===== src/design/ods_pkg.sv =====
package ods_pkg;

  localparam int LEVEL_BITS_DEF = 16;
  localparam int PADDR_W = 3;

  localparam logic [PADDR_W-3:0] REG_ALGORITHM = '0;

  typedef enum logic [1:0] {
    ALG_LOOP     = 2'd0,
    ALG_DRIFT    = 2'd1,
    ALG_WALK     = 2'd2,
    ALG_LOOP_ALT = 2'd3
  } algo_t;

  typedef enum logic [3:0] {
    TREND_NONE   = 4'd0,
    TREND_HIT    = 4'd1,
    TREND_HOLD   = 4'd2,
    TREND_VF_DN  = 4'd3,
    TREND_UF_DN  = 4'd4,
    TREND_VF_UP  = 4'd5,
    TREND_UF_UP  = 4'd6,
    TREND_C_DN   = 4'd7,
    TREND_F_DN   = 4'd8,
    TREND_C_UP   = 4'd9,
    TREND_F_UP   = 4'd10
  } trend_t;

  localparam int PERIOD_LOOP  = 429;
  localparam int PERIOD_DRIFT = 1000;
  localparam int PERIOD_WALK  = 5;

  // 1000 = 8 * 125: three low zero bits, then an odd factor
  localparam int DRIFT_TZ  = 3;
  localparam int DRIFT_ODD = PERIOD_DRIFT / 8;

  localparam logic [31:0] WALK_TAPS = 32'h8020_0003;

  // Inverse of an odd value modulo 2^32 (Newton iteration)
  function automatic logic [31:0] mod_inverse(input logic [31:0] a);
    logic [31:0] x;
    x = a;
    for (int i = 0; i < 5; i++) begin
      x = x * (32'd2 - a * x);
    end
    return x;
  endfunction

  // x is a multiple of odd n iff x * inv(n) mod 2^32 <= (2^32-1)/n
  localparam logic [31:0] INV_LOOP  = mod_inverse(32'(PERIOD_LOOP));
  localparam logic [31:0] INV_DRIFT = mod_inverse(32'(DRIFT_ODD));
  localparam logic [31:0] INV_WALK  = mod_inverse(32'(PERIOD_WALK));
  localparam logic [31:0] LIM_LOOP  = 32'(64'h0_FFFF_FFFF / PERIOD_LOOP);
  localparam logic [31:0] LIM_DRIFT = 32'(64'h0_FFFF_FFFF / DRIFT_ODD);
  localparam logic [31:0] LIM_WALK  = 32'(64'h0_FFFF_FFFF / PERIOD_WALK);

endpackage


===== src/design/ods_if.sv =====
interface ods_in_if;
  logic               valid;
  logic               ready;
  logic [31:0]        pps_count;
  logic               long_avg_ready;
  logic signed [20:0] offset_long_mhz;
  logic signed [20:0] offset_short_mhz;

  modport source (output valid, pps_count, long_avg_ready, offset_long_mhz,
                  offset_short_mhz, input ready);
  modport sink (input valid, pps_count, long_avg_ready, offset_long_mhz,
                offset_short_mhz, output ready);
endinterface

interface ods_out_if;
  logic        valid;
  logic        ready;
  logic [15:0] level_out;
  logic        update_tick;
  logic [3:0]  trend;
  logic        saturated;

  modport source (output valid, level_out, update_tick, trend, saturated,
                  input ready);
  modport sink (input valid, level_out, update_tick, trend, saturated,
                output ready);
endinterface


===== src/design/oscillator_discipline_stepper.sv =====
// Oscillator discipline stepper.
// in_ch carries one transaction per pulse-per-second tick (tick count,
// 1000 s and 100 s frequency offsets in mHz, long-average valid flag).
// out_ch returns exactly one transaction per tick: the control level after
// the tick, the update flag, a trend code and a saturation flag.
// The mode register (algorithm) sits on the APB port at byte address 0;
// pready is tied high. Write it only while no tick is in flight.
// A tick accepted on in_ch passes the input register, then the result
// register, before out_ch presents it. Throughput: one tick per cycle while
// out_ch is not stalled; the level update, LFSR step and period test all
// settle combinationally between the two registers, gated by one 32x32 multiply.
// A stalled out_ch holds its transaction; the input register still takes
// one more tick, then in_ch.ready drops until out_ch drains.
// Reset: level to midscale, LFSR to 1, mode to closed loop, both stages
// emptied.
module oscillator_discipline_stepper
  import ods_pkg::*;
#(
  parameter int LEVEL_BITS = LEVEL_BITS_DEF
) (
  input  logic               clk,
  input  logic               rst,
  ods_in_if.sink             in_ch,
  ods_out_if.source          out_ch,
  input  logic               psel,
  input  logic               penable,
  input  logic               pwrite,
  input  logic [PADDR_W-1:0] paddr,
  input  logic [31:0]        pwdata,
  output logic [31:0]        prdata,
  output logic               pready
);

  localparam int SUM_W = LEVEL_BITS + 2;
  localparam logic [LEVEL_BITS-1:0] LEVEL_MID = {1'b1, {(LEVEL_BITS-1){1'b0}}};
  localparam logic signed [SUM_W-1:0] LEVEL_MAX_S = {2'b00, {LEVEL_BITS{1'b1}}};

  algo_t                  algorithm;
  logic [LEVEL_BITS-1:0]  level;
  logic [LEVEL_BITS-1:0]  level_next;
  logic [31:0]            lfsr;
  logic [31:0]            lfsr_next;

  logic                   s1_valid;
  logic [31:0]            s1_count;
  logic                   s1_long_ok;
  logic signed [20:0]     s1_long;
  logic signed [20:0]     s1_short;

  logic                   out_valid;
  logic [15:0]            out_level;
  logic                   out_update;
  trend_t                 out_trend;
  logic                   out_sat;

  logic                   in_accept;
  logic                   s1_move;
  logic                   upd;
  trend_t                 trend_c;
  logic                   sat_c;

  function automatic logic [1:0] mod3(input logic [31:0] v);
    logic [5:0] s;
    logic [3:0] t;
    logic [2:0] u;
    s = '0;
    for (int i = 0; i < 16; i++) begin
      s = s + 6'(v[2*i +: 2]);
    end
    t = 4'(s[1:0]) + 4'(s[3:2]) + 4'(s[5:4]);
    u = 3'(t[1:0]) + 3'(t[3:2]);
    if (u >= 3'd3) begin
      u = u - 3'd3;
    end
    return u[1:0];
  endfunction

  // handshake
  assign s1_move     = s1_valid && (!out_valid || out_ch.ready);
  assign in_ch.ready = !s1_valid || s1_move;
  assign in_accept   = in_ch.valid && in_ch.ready;

  assign out_ch.valid       = out_valid;
  assign out_ch.level_out   = out_level;
  assign out_ch.update_tick = out_update;
  assign out_ch.trend       = out_trend;
  assign out_ch.saturated   = out_sat;

  // config port
  assign pready = 1'b1;
  assign prdata = (paddr[PADDR_W-1:2] == REG_ALGORITHM) ? {30'd0, algorithm} : 32'd0;

  always_ff @(posedge clk) begin
    if (rst) begin
      algorithm <= ALG_LOOP;
    end else if (psel && penable && pwrite && pready &&
                 paddr[PADDR_W-1:2] == REG_ALGORITHM) begin
      algorithm <= algo_t'(pwdata[1:0]);
    end
  end

  // input register
  always_ff @(posedge clk) begin
    if (rst) begin
      s1_valid <= 1'b0;
    end else if (in_accept) begin
      s1_valid <= 1'b1;
    end else if (s1_move) begin
      s1_valid <= 1'b0;
    end
  end

  always_ff @(posedge clk) begin
    if (in_accept) begin
      s1_count   <= in_ch.pps_count;
      s1_long_ok <= in_ch.long_avg_ready;
      s1_long    <= in_ch.offset_long_mhz;
      s1_short   <= in_ch.offset_short_mhz;
    end
  end

  // step logic
  always_comb begin
    logic [31:0]             opnd;
    logic [31:0]             inv;
    logic [31:0]             lim;
    logic                    low_ok;
    logic [31:0]             prod;
    logic [31:0]             lfsr_adv;
    logic signed [7:0]       delta;
    logic signed [SUM_W-1:0] sum;

    case (algorithm)
      ALG_DRIFT: begin
        opnd   = {{DRIFT_TZ{1'b0}}, s1_count[31:DRIFT_TZ]};
        inv    = INV_DRIFT;
        lim    = LIM_DRIFT;
        low_ok = (s1_count[DRIFT_TZ-1:0] == '0);
      end
      ALG_WALK: begin
        opnd   = s1_count;
        inv    = INV_WALK;
        lim    = LIM_WALK;
        low_ok = 1'b1;
      end
      default: begin
        opnd   = s1_count;
        inv    = INV_LOOP;
        lim    = LIM_LOOP;
        low_ok = 1'b1;
      end
    endcase
    prod = 32'(opnd * inv);
    upd  = low_ok && (prod <= lim);

    lfsr_adv  = (lfsr >> 1) ^ (lfsr[0] ? WALK_TAPS : 32'd0);
    lfsr_next = lfsr;
    delta     = 8'sd0;
    trend_c   = TREND_NONE;

    case (algorithm)
      ALG_DRIFT: begin
        if (upd) begin
          delta = 8'sd1;
        end
      end
      ALG_WALK: begin
        if (upd) begin
          lfsr_next = lfsr_adv;
          delta     = $signed({6'd0, mod3(lfsr_adv)}) - 8'sd1;
        end
      end
      default: begin
        if (upd) begin
          if (s1_long_ok && s1_long >= -21'sd10 && s1_long <= 21'sd10) begin
            if (s1_long >= 21'sd5) begin
              delta = -8'sd5;  trend_c = TREND_VF_DN;
            end else if (s1_long >= 21'sd1) begin
              delta = -8'sd1;  trend_c = TREND_UF_DN;
            end else if (s1_long <= -21'sd5) begin
              delta = 8'sd5;   trend_c = TREND_VF_UP;
            end else if (s1_long <= -21'sd1) begin
              delta = 8'sd1;   trend_c = TREND_UF_UP;
            end else begin
              trend_c = TREND_HOLD;
            end
          end else if (s1_short >= 21'sd100) begin
            delta = -8'sd100;  trend_c = TREND_C_DN;
          end else if (s1_short >= 21'sd10) begin
            delta = -8'sd10;   trend_c = TREND_F_DN;
          end else if (s1_short <= -21'sd100) begin
            delta = 8'sd100;   trend_c = TREND_C_UP;
          end else if (s1_short <= -21'sd10) begin
            delta = 8'sd10;    trend_c = TREND_F_UP;
          end else begin
            trend_c = TREND_HIT;
          end
        end
      end
    endcase

    sum   = $signed({2'b00, level}) + SUM_W'(delta);
    sat_c = 1'b0;
    if (sum < 0) begin
      level_next = '0;
      sat_c      = 1'b1;
    end else if (sum > LEVEL_MAX_S) begin
      level_next = {LEVEL_BITS{1'b1}};
      sat_c      = 1'b1;
    end else begin
      level_next = sum[LEVEL_BITS-1:0];
    end
  end

  // state
  always_ff @(posedge clk) begin
    if (rst) begin
      level <= LEVEL_MID;
      lfsr  <= 32'd1;
    end else if (s1_move) begin
      level <= level_next;
      lfsr  <= lfsr_next;
    end
  end

  // result register
  always_ff @(posedge clk) begin
    if (rst) begin
      out_valid <= 1'b0;
    end else if (s1_move) begin
      out_valid <= 1'b1;
    end else if (out_ch.ready) begin
      out_valid <= 1'b0;
    end
  end

  always_ff @(posedge clk) begin
    if (s1_move) begin
      out_level  <= 16'(level_next);
      out_update <= upd;
      out_trend  <= trend_c;
      out_sat    <= sat_c;
    end
  end

endmodule


===== src/flat_wrapper.sv =====
// flat-port wrapper written by rule: the top's interface ports become plain ports
module oscillator_discipline_stepper_flat import ods_pkg::*;
#(
  parameter int LEVEL_BITS = LEVEL_BITS_DEF
)
  (clk, rst, psel, penable, pwrite, paddr, pwdata, prdata, pready, in_ch_valid, in_ch_pps_count, in_ch_long_avg_ready, in_ch_offset_long_mhz, in_ch_offset_short_mhz, in_ch_ready, out_ch_valid, out_ch_level_out, out_ch_update_tick, out_ch_trend, out_ch_saturated, out_ch_ready);
  ods_in_if in_ch_i ();
  ods_out_if out_ch_i ();
  input  logic clk;
  input  logic rst;
  input  logic psel;
  input  logic penable;
  input  logic pwrite;
  input  logic [PADDR_W-1:0] paddr;
  input  logic [31:0] pwdata;
  output logic [31:0] prdata;
  output logic pready;
  input wire logic [$bits(in_ch_i.valid)-1:0] in_ch_valid;
  input wire logic [$bits(in_ch_i.pps_count)-1:0] in_ch_pps_count;
  input wire logic [$bits(in_ch_i.long_avg_ready)-1:0] in_ch_long_avg_ready;
  input wire logic [$bits(in_ch_i.offset_long_mhz)-1:0] in_ch_offset_long_mhz;
  input wire logic [$bits(in_ch_i.offset_short_mhz)-1:0] in_ch_offset_short_mhz;
  output wire logic [$bits(in_ch_i.ready)-1:0] in_ch_ready;
  output wire logic [$bits(out_ch_i.valid)-1:0] out_ch_valid;
  output wire logic [$bits(out_ch_i.level_out)-1:0] out_ch_level_out;
  output wire logic [$bits(out_ch_i.update_tick)-1:0] out_ch_update_tick;
  output wire logic [$bits(out_ch_i.trend)-1:0] out_ch_trend;
  output wire logic [$bits(out_ch_i.saturated)-1:0] out_ch_saturated;
  input wire logic [$bits(out_ch_i.ready)-1:0] out_ch_ready;
  assign in_ch_i.valid = in_ch_valid;
  assign in_ch_i.pps_count = in_ch_pps_count;
  assign in_ch_i.long_avg_ready = in_ch_long_avg_ready;
  assign in_ch_i.offset_long_mhz = in_ch_offset_long_mhz;
  assign in_ch_i.offset_short_mhz = in_ch_offset_short_mhz;
  assign in_ch_ready = in_ch_i.ready;
  assign out_ch_valid = out_ch_i.valid;
  assign out_ch_level_out = out_ch_i.level_out;
  assign out_ch_update_tick = out_ch_i.update_tick;
  assign out_ch_trend = out_ch_i.trend;
  assign out_ch_saturated = out_ch_i.saturated;
  assign out_ch_i.ready = out_ch_ready;
  oscillator_discipline_stepper #(.LEVEL_BITS(LEVEL_BITS)) u_core (.clk(clk), .rst(rst), .in_ch(in_ch_i), .out_ch(out_ch_i), .psel(psel), .penable(penable), .pwrite(pwrite), .paddr(paddr), .pwdata(pwdata), .prdata(prdata), .pready(pready));
endmodule

===== config.mk =====
export PLATFORM = sky130hd
export DESIGN_NAME = oscillator_discipline_stepper_flat
export DESIGN_NICKNAME = d
export VERILOG_FILES = /design/src/design/ods_pkg.sv /design/src/design/ods_if.sv /design/src/design/oscillator_discipline_stepper.sv /design/src/flat_wrapper.sv
export SDC_FILE = /design/constraint.sdc
export NUM_CORES = 1
export LEC_CHECK = 0
export BUFFER_PORTS_ARGS = -buffer_cell sky130_fd_sc_hd__buf_2
export CAP_MARGIN = 20
export CORE_MARGIN = 3
export CORE_UTILIZATION = 50
export DETAILED_ROUTE_END_ITERATION = 10
export PLACE_DENSITY_LB_ADDON = 0.05
export SYNTH_ARGS = -nofsm -noshare
export SYNTH_HDL_FRONTEND = slang
export SYNTH_SLANG_ARGS = --single-unit

===== constraint.sdc =====
create_clock -name clk -period 18 [get_ports clk]
set_input_delay 0.9 -clock clk [delete_from_list [all_inputs] [get_ports clk]]
set_output_delay 0.9 -clock clk [all_outputs]
set_load 0.05 [all_outputs]

==> summary.txt <==
hold endpoint = u_core.level[3]$_SDFFE_PP0P_
Setup Fix Bufs, Post-CTS = 0
CP peak stage delay = 980 ps
Mapped Cells = 2,218
Worst slew margin = 27.7%
crit path DAT = 16,190 ps
WS Path Type = flip-flop to flip-flop
layout cells sized above 1 = 8.25%
Max Clock Freq = 63.0 MHz
Tcrit/Tclk final = 88.2%
setup slack, reg-to-reg = 2120 ps
Site Rows = 75
hold_buf cts = 0
CP max stage cell = o41ai_1
Hold WC Path Type = flip-flop to flip-flop
vias = 15,100
via density per instance = 5.16
Pre-antenna DRT Iters = 5
chip height = 214 um
Post-Syn Area = 21,700 um2
RSZ-0062 raised after global routing = no
clock sink count = 149
worst-skew pair later-pin latency = 430 ps
GR Util All Layers = 26.2%
largest net degree at the start of global routing = 76
Crit. End Element = flip-flop
I/O pins = 174
Hold Path Origin = u_core.level[3]$_SDFFE_PP0P_
DIE WIDTH = 214 um
vias in the first global route = 15,900
DP Wirelength = 49,700 um
post-synth cell types = 73
Reg clk slew, reported paths = 60 ps
DIE AREA = 46,000 um2
H-tree Lvls = 4
CTS tree = done
Post-synth EDFFs = 97
Startpoint Class = flip-flop
root buffer cell = clkbuf_16
RR Endpoint = u_core.level[0]$_SDFFE_PP0P_
CORE AREA = 42,400 um2
post-CTS sizing = 0
RePlAce Congestion = 0.994
status = finished clean
first-pass GRT wire length = 91,600 um
FF-to-FF path depth = 54
Port Buffers = 110
Setup TNS Final = 0 ps
sequential area share after synthesis = 18.2%
antenna violations before repair = 4
max_cap viols = 0
grt ovf = 0
YS warnings = 0
Final Hold Fails = 0
initial core utilization = 51.2%
reg2reg start = u_core.algorithm[1]$_SDFFE_PP0P_
final setup violation count = 0
Avg WL per Cell = 20.0 um
Top cell by count, worst path = inv_1
hold depth = 2
Final Critical Period = 15,880 ps
Synth Register Bits = 149
Worst Path Max Fanout = 35
Total Wirelength = 58,200 um
nets@finish = 3,046
Area Growth Syn to Fin = 7.73%
Critical Path RT = 18,310 ps
Slew Limit Fails = 0
syn_area_per_cell = 9.80 um2
Final ANT Viol Nets = 0
DRC viols = 0
Starting DRT DRC Count = 986
Post-synth ARST share = 0%
worst-case clock buffer depth = 2
FILL cells = 4,034
Worst Tran Pin Value = 1070 ps
ys flop type = edfxtp_1
TritonCTS Buffers = 17
Layout Skew = 11.8 ps
==> per-stage QoR <==
step / util, % / cell area, um2 / hold slack (ps) / cells / worst slack [ps]
after global routing: 55.2 / 23400 / 497 / 2916 / 1170
final: 55.2 / 23400 / 461 / 2918 / 2120
after detailed placement: 53.9 / 22900 / 445 / 2883 / 2240
after CTS: 55.2 / 23400 / 465 / 2915 / 2180
after floorplan: - / 21800 / 426 / 2248 / 5380
after global placement: 53.9 / 22900 / 441 / 2883 / 2460
==> logic make-up (layout without fill, tap and decap cells) <==
| kind of cell | after synthesis | count (layout) | synth area share, % |
|---|---|---|---|
| adders and majority gates | 603 | 603 | 47.1 |
| buffers and inverters | 660 | 751 | 12.0 |
| AOI/OAI and AO/OA | 238 | 238 | 7.45 |
| xor gates and xnor gates | 112 | 112 | 4.61 |
| and+or+nand+nor | 406 | 406 | 8.33 |
| DFF | 149 | 149 | 18.2 |
| muxes | 48 | 48 | 2.27 |
| other | 2 | 34 | 0.0346 |
==> worst max path at each step <==
| stage | start | to | slack, ps |
|---|---|---|---|
| detailed placement | u_core.algorithm[1]$_SDFFE_PP0P_ | u_core.level[0]$_SDFFE_PP0P_ | 2240 |
| CTS | u_core.algorithm[1]$_SDFFE_PP0P_ | u_core.level[0]$_SDFFE_PP0P_ | 2180 |
| global route | u_core.algorithm[1]$_SDFFE_PP0P_ | u_core.level[6]$_SDFFE_PP0P_ | 1170 |
| global placement | u_core.algorithm[1]$_SDFFE_PP0P_ | u_core.level[0]$_SDFFE_PP0P_ | 2460 |
| floorplan | u_core.algorithm[1]$_SDFFE_PP0P_ | u_core.level[3]$_SDFFE_PP0P_ | 5380 |
| finish | u_core.algorithm[1]$_SDFFE_PP0P_ | u_core.level[0]$_SDFFE_PP0P_ | 2120 |
==> worst max-delay path: cells and delay by family, from the launching register on <==
family,cells,cell delay [ps]
AND/OR/NAND/NOR,13,3050
adder cells (fa/ha/maj),13,5240
AO/OA/AOI/OAI,14,4610
XOR/XNOR,2,320
buffers and inverters,12,2170
flip-flops,1,340
==> cells in the final DEF, fill, tap and decap left out, types with 32 or more instances in the layout <==
cell / n
inv_1: 585
fa_1: 357
ha_1: 245
nand2_1: 151
nor2_1: 139
buf_2: 110
edfxtp_1: 97
xnor2_1: 85
a21oi_1: 82
dfxtp_1: 52
mux2i_1: 37
conb_1: 32
==> cell usage after synthesis, drive strengths merged (10+ instances only) <==
library cell | count | area [um2]
o21bai | 16 | 120
a21oi | 82 | 410
xor2 | 25 | 219
edfxtp | 97 | 2910
o21ai | 32 | 168
xnor2 | 86 | 761
nand3 | 17 | 85.1
nor3 | 17 | 90.1
buf | 46 | 310
clkbuf | 22 | 82.6
o21a | 16 | 120
nor2b | 10 | 62.6
dfxtp | 52 | 1040
o41ai | 16 | 185
nor4 | 11 | 75.1
mux2 | 11 | 124
ha | 246 | 3080
a21o | 25 | 189
mux2i | 37 | 370
nor2 | 140 | 528
nand4 | 12 | 75.1
nand2 | 151 | 567
fa | 357 | 7150
inv | 588 | 2210
==> routing by layer <==
layer	global-route usage, %	part of all wire, %	vias up
li1	-	-	7073
met2	41.7	46	451
met5	0	0.024	-
met4	7.90	3.0	2
met1	36.0	43	7465
met3	6.04	7.4	67
==> state kept, by name, indices dropped and copies added, names as in the netlist, 2 cells and up <==
register / count
u_core.out_ch.level_out: 16
u_core.level: 16
u_core.s1_long: 21
u_core.lfsr: 32
u_core.s1_count: 32
u_core.algorithm: 2
u_core.s1_short: 21
u_core.out_ch.trend: 4
==> area by class of cell <==
| class | count | area [um2] | share of cell area [%] |
|---|---|---|---|
| Timing Repair Buffer | 127 | 678 | 2.90 |
| Antenna cell | 2 | 5.00 | 0.0214 |
| Inverter | 592 | 2220 | 9.49 |
| Clock inverter | 12 | 106 | 0.454 |
| Multi-Input combinational cell | 1439 | 15300 | 65.3 |
| Tap cell | 577 | 722 | 3.08 |
| Clock buffer | 20 | 437 | 1.87 |
| Sequential cell | 149 | 3950 | 16.9 |
Power is left out: the tool's default activity adds up to more than one toggle a clock period on the data nets, which glitch-free logic cannot reach.
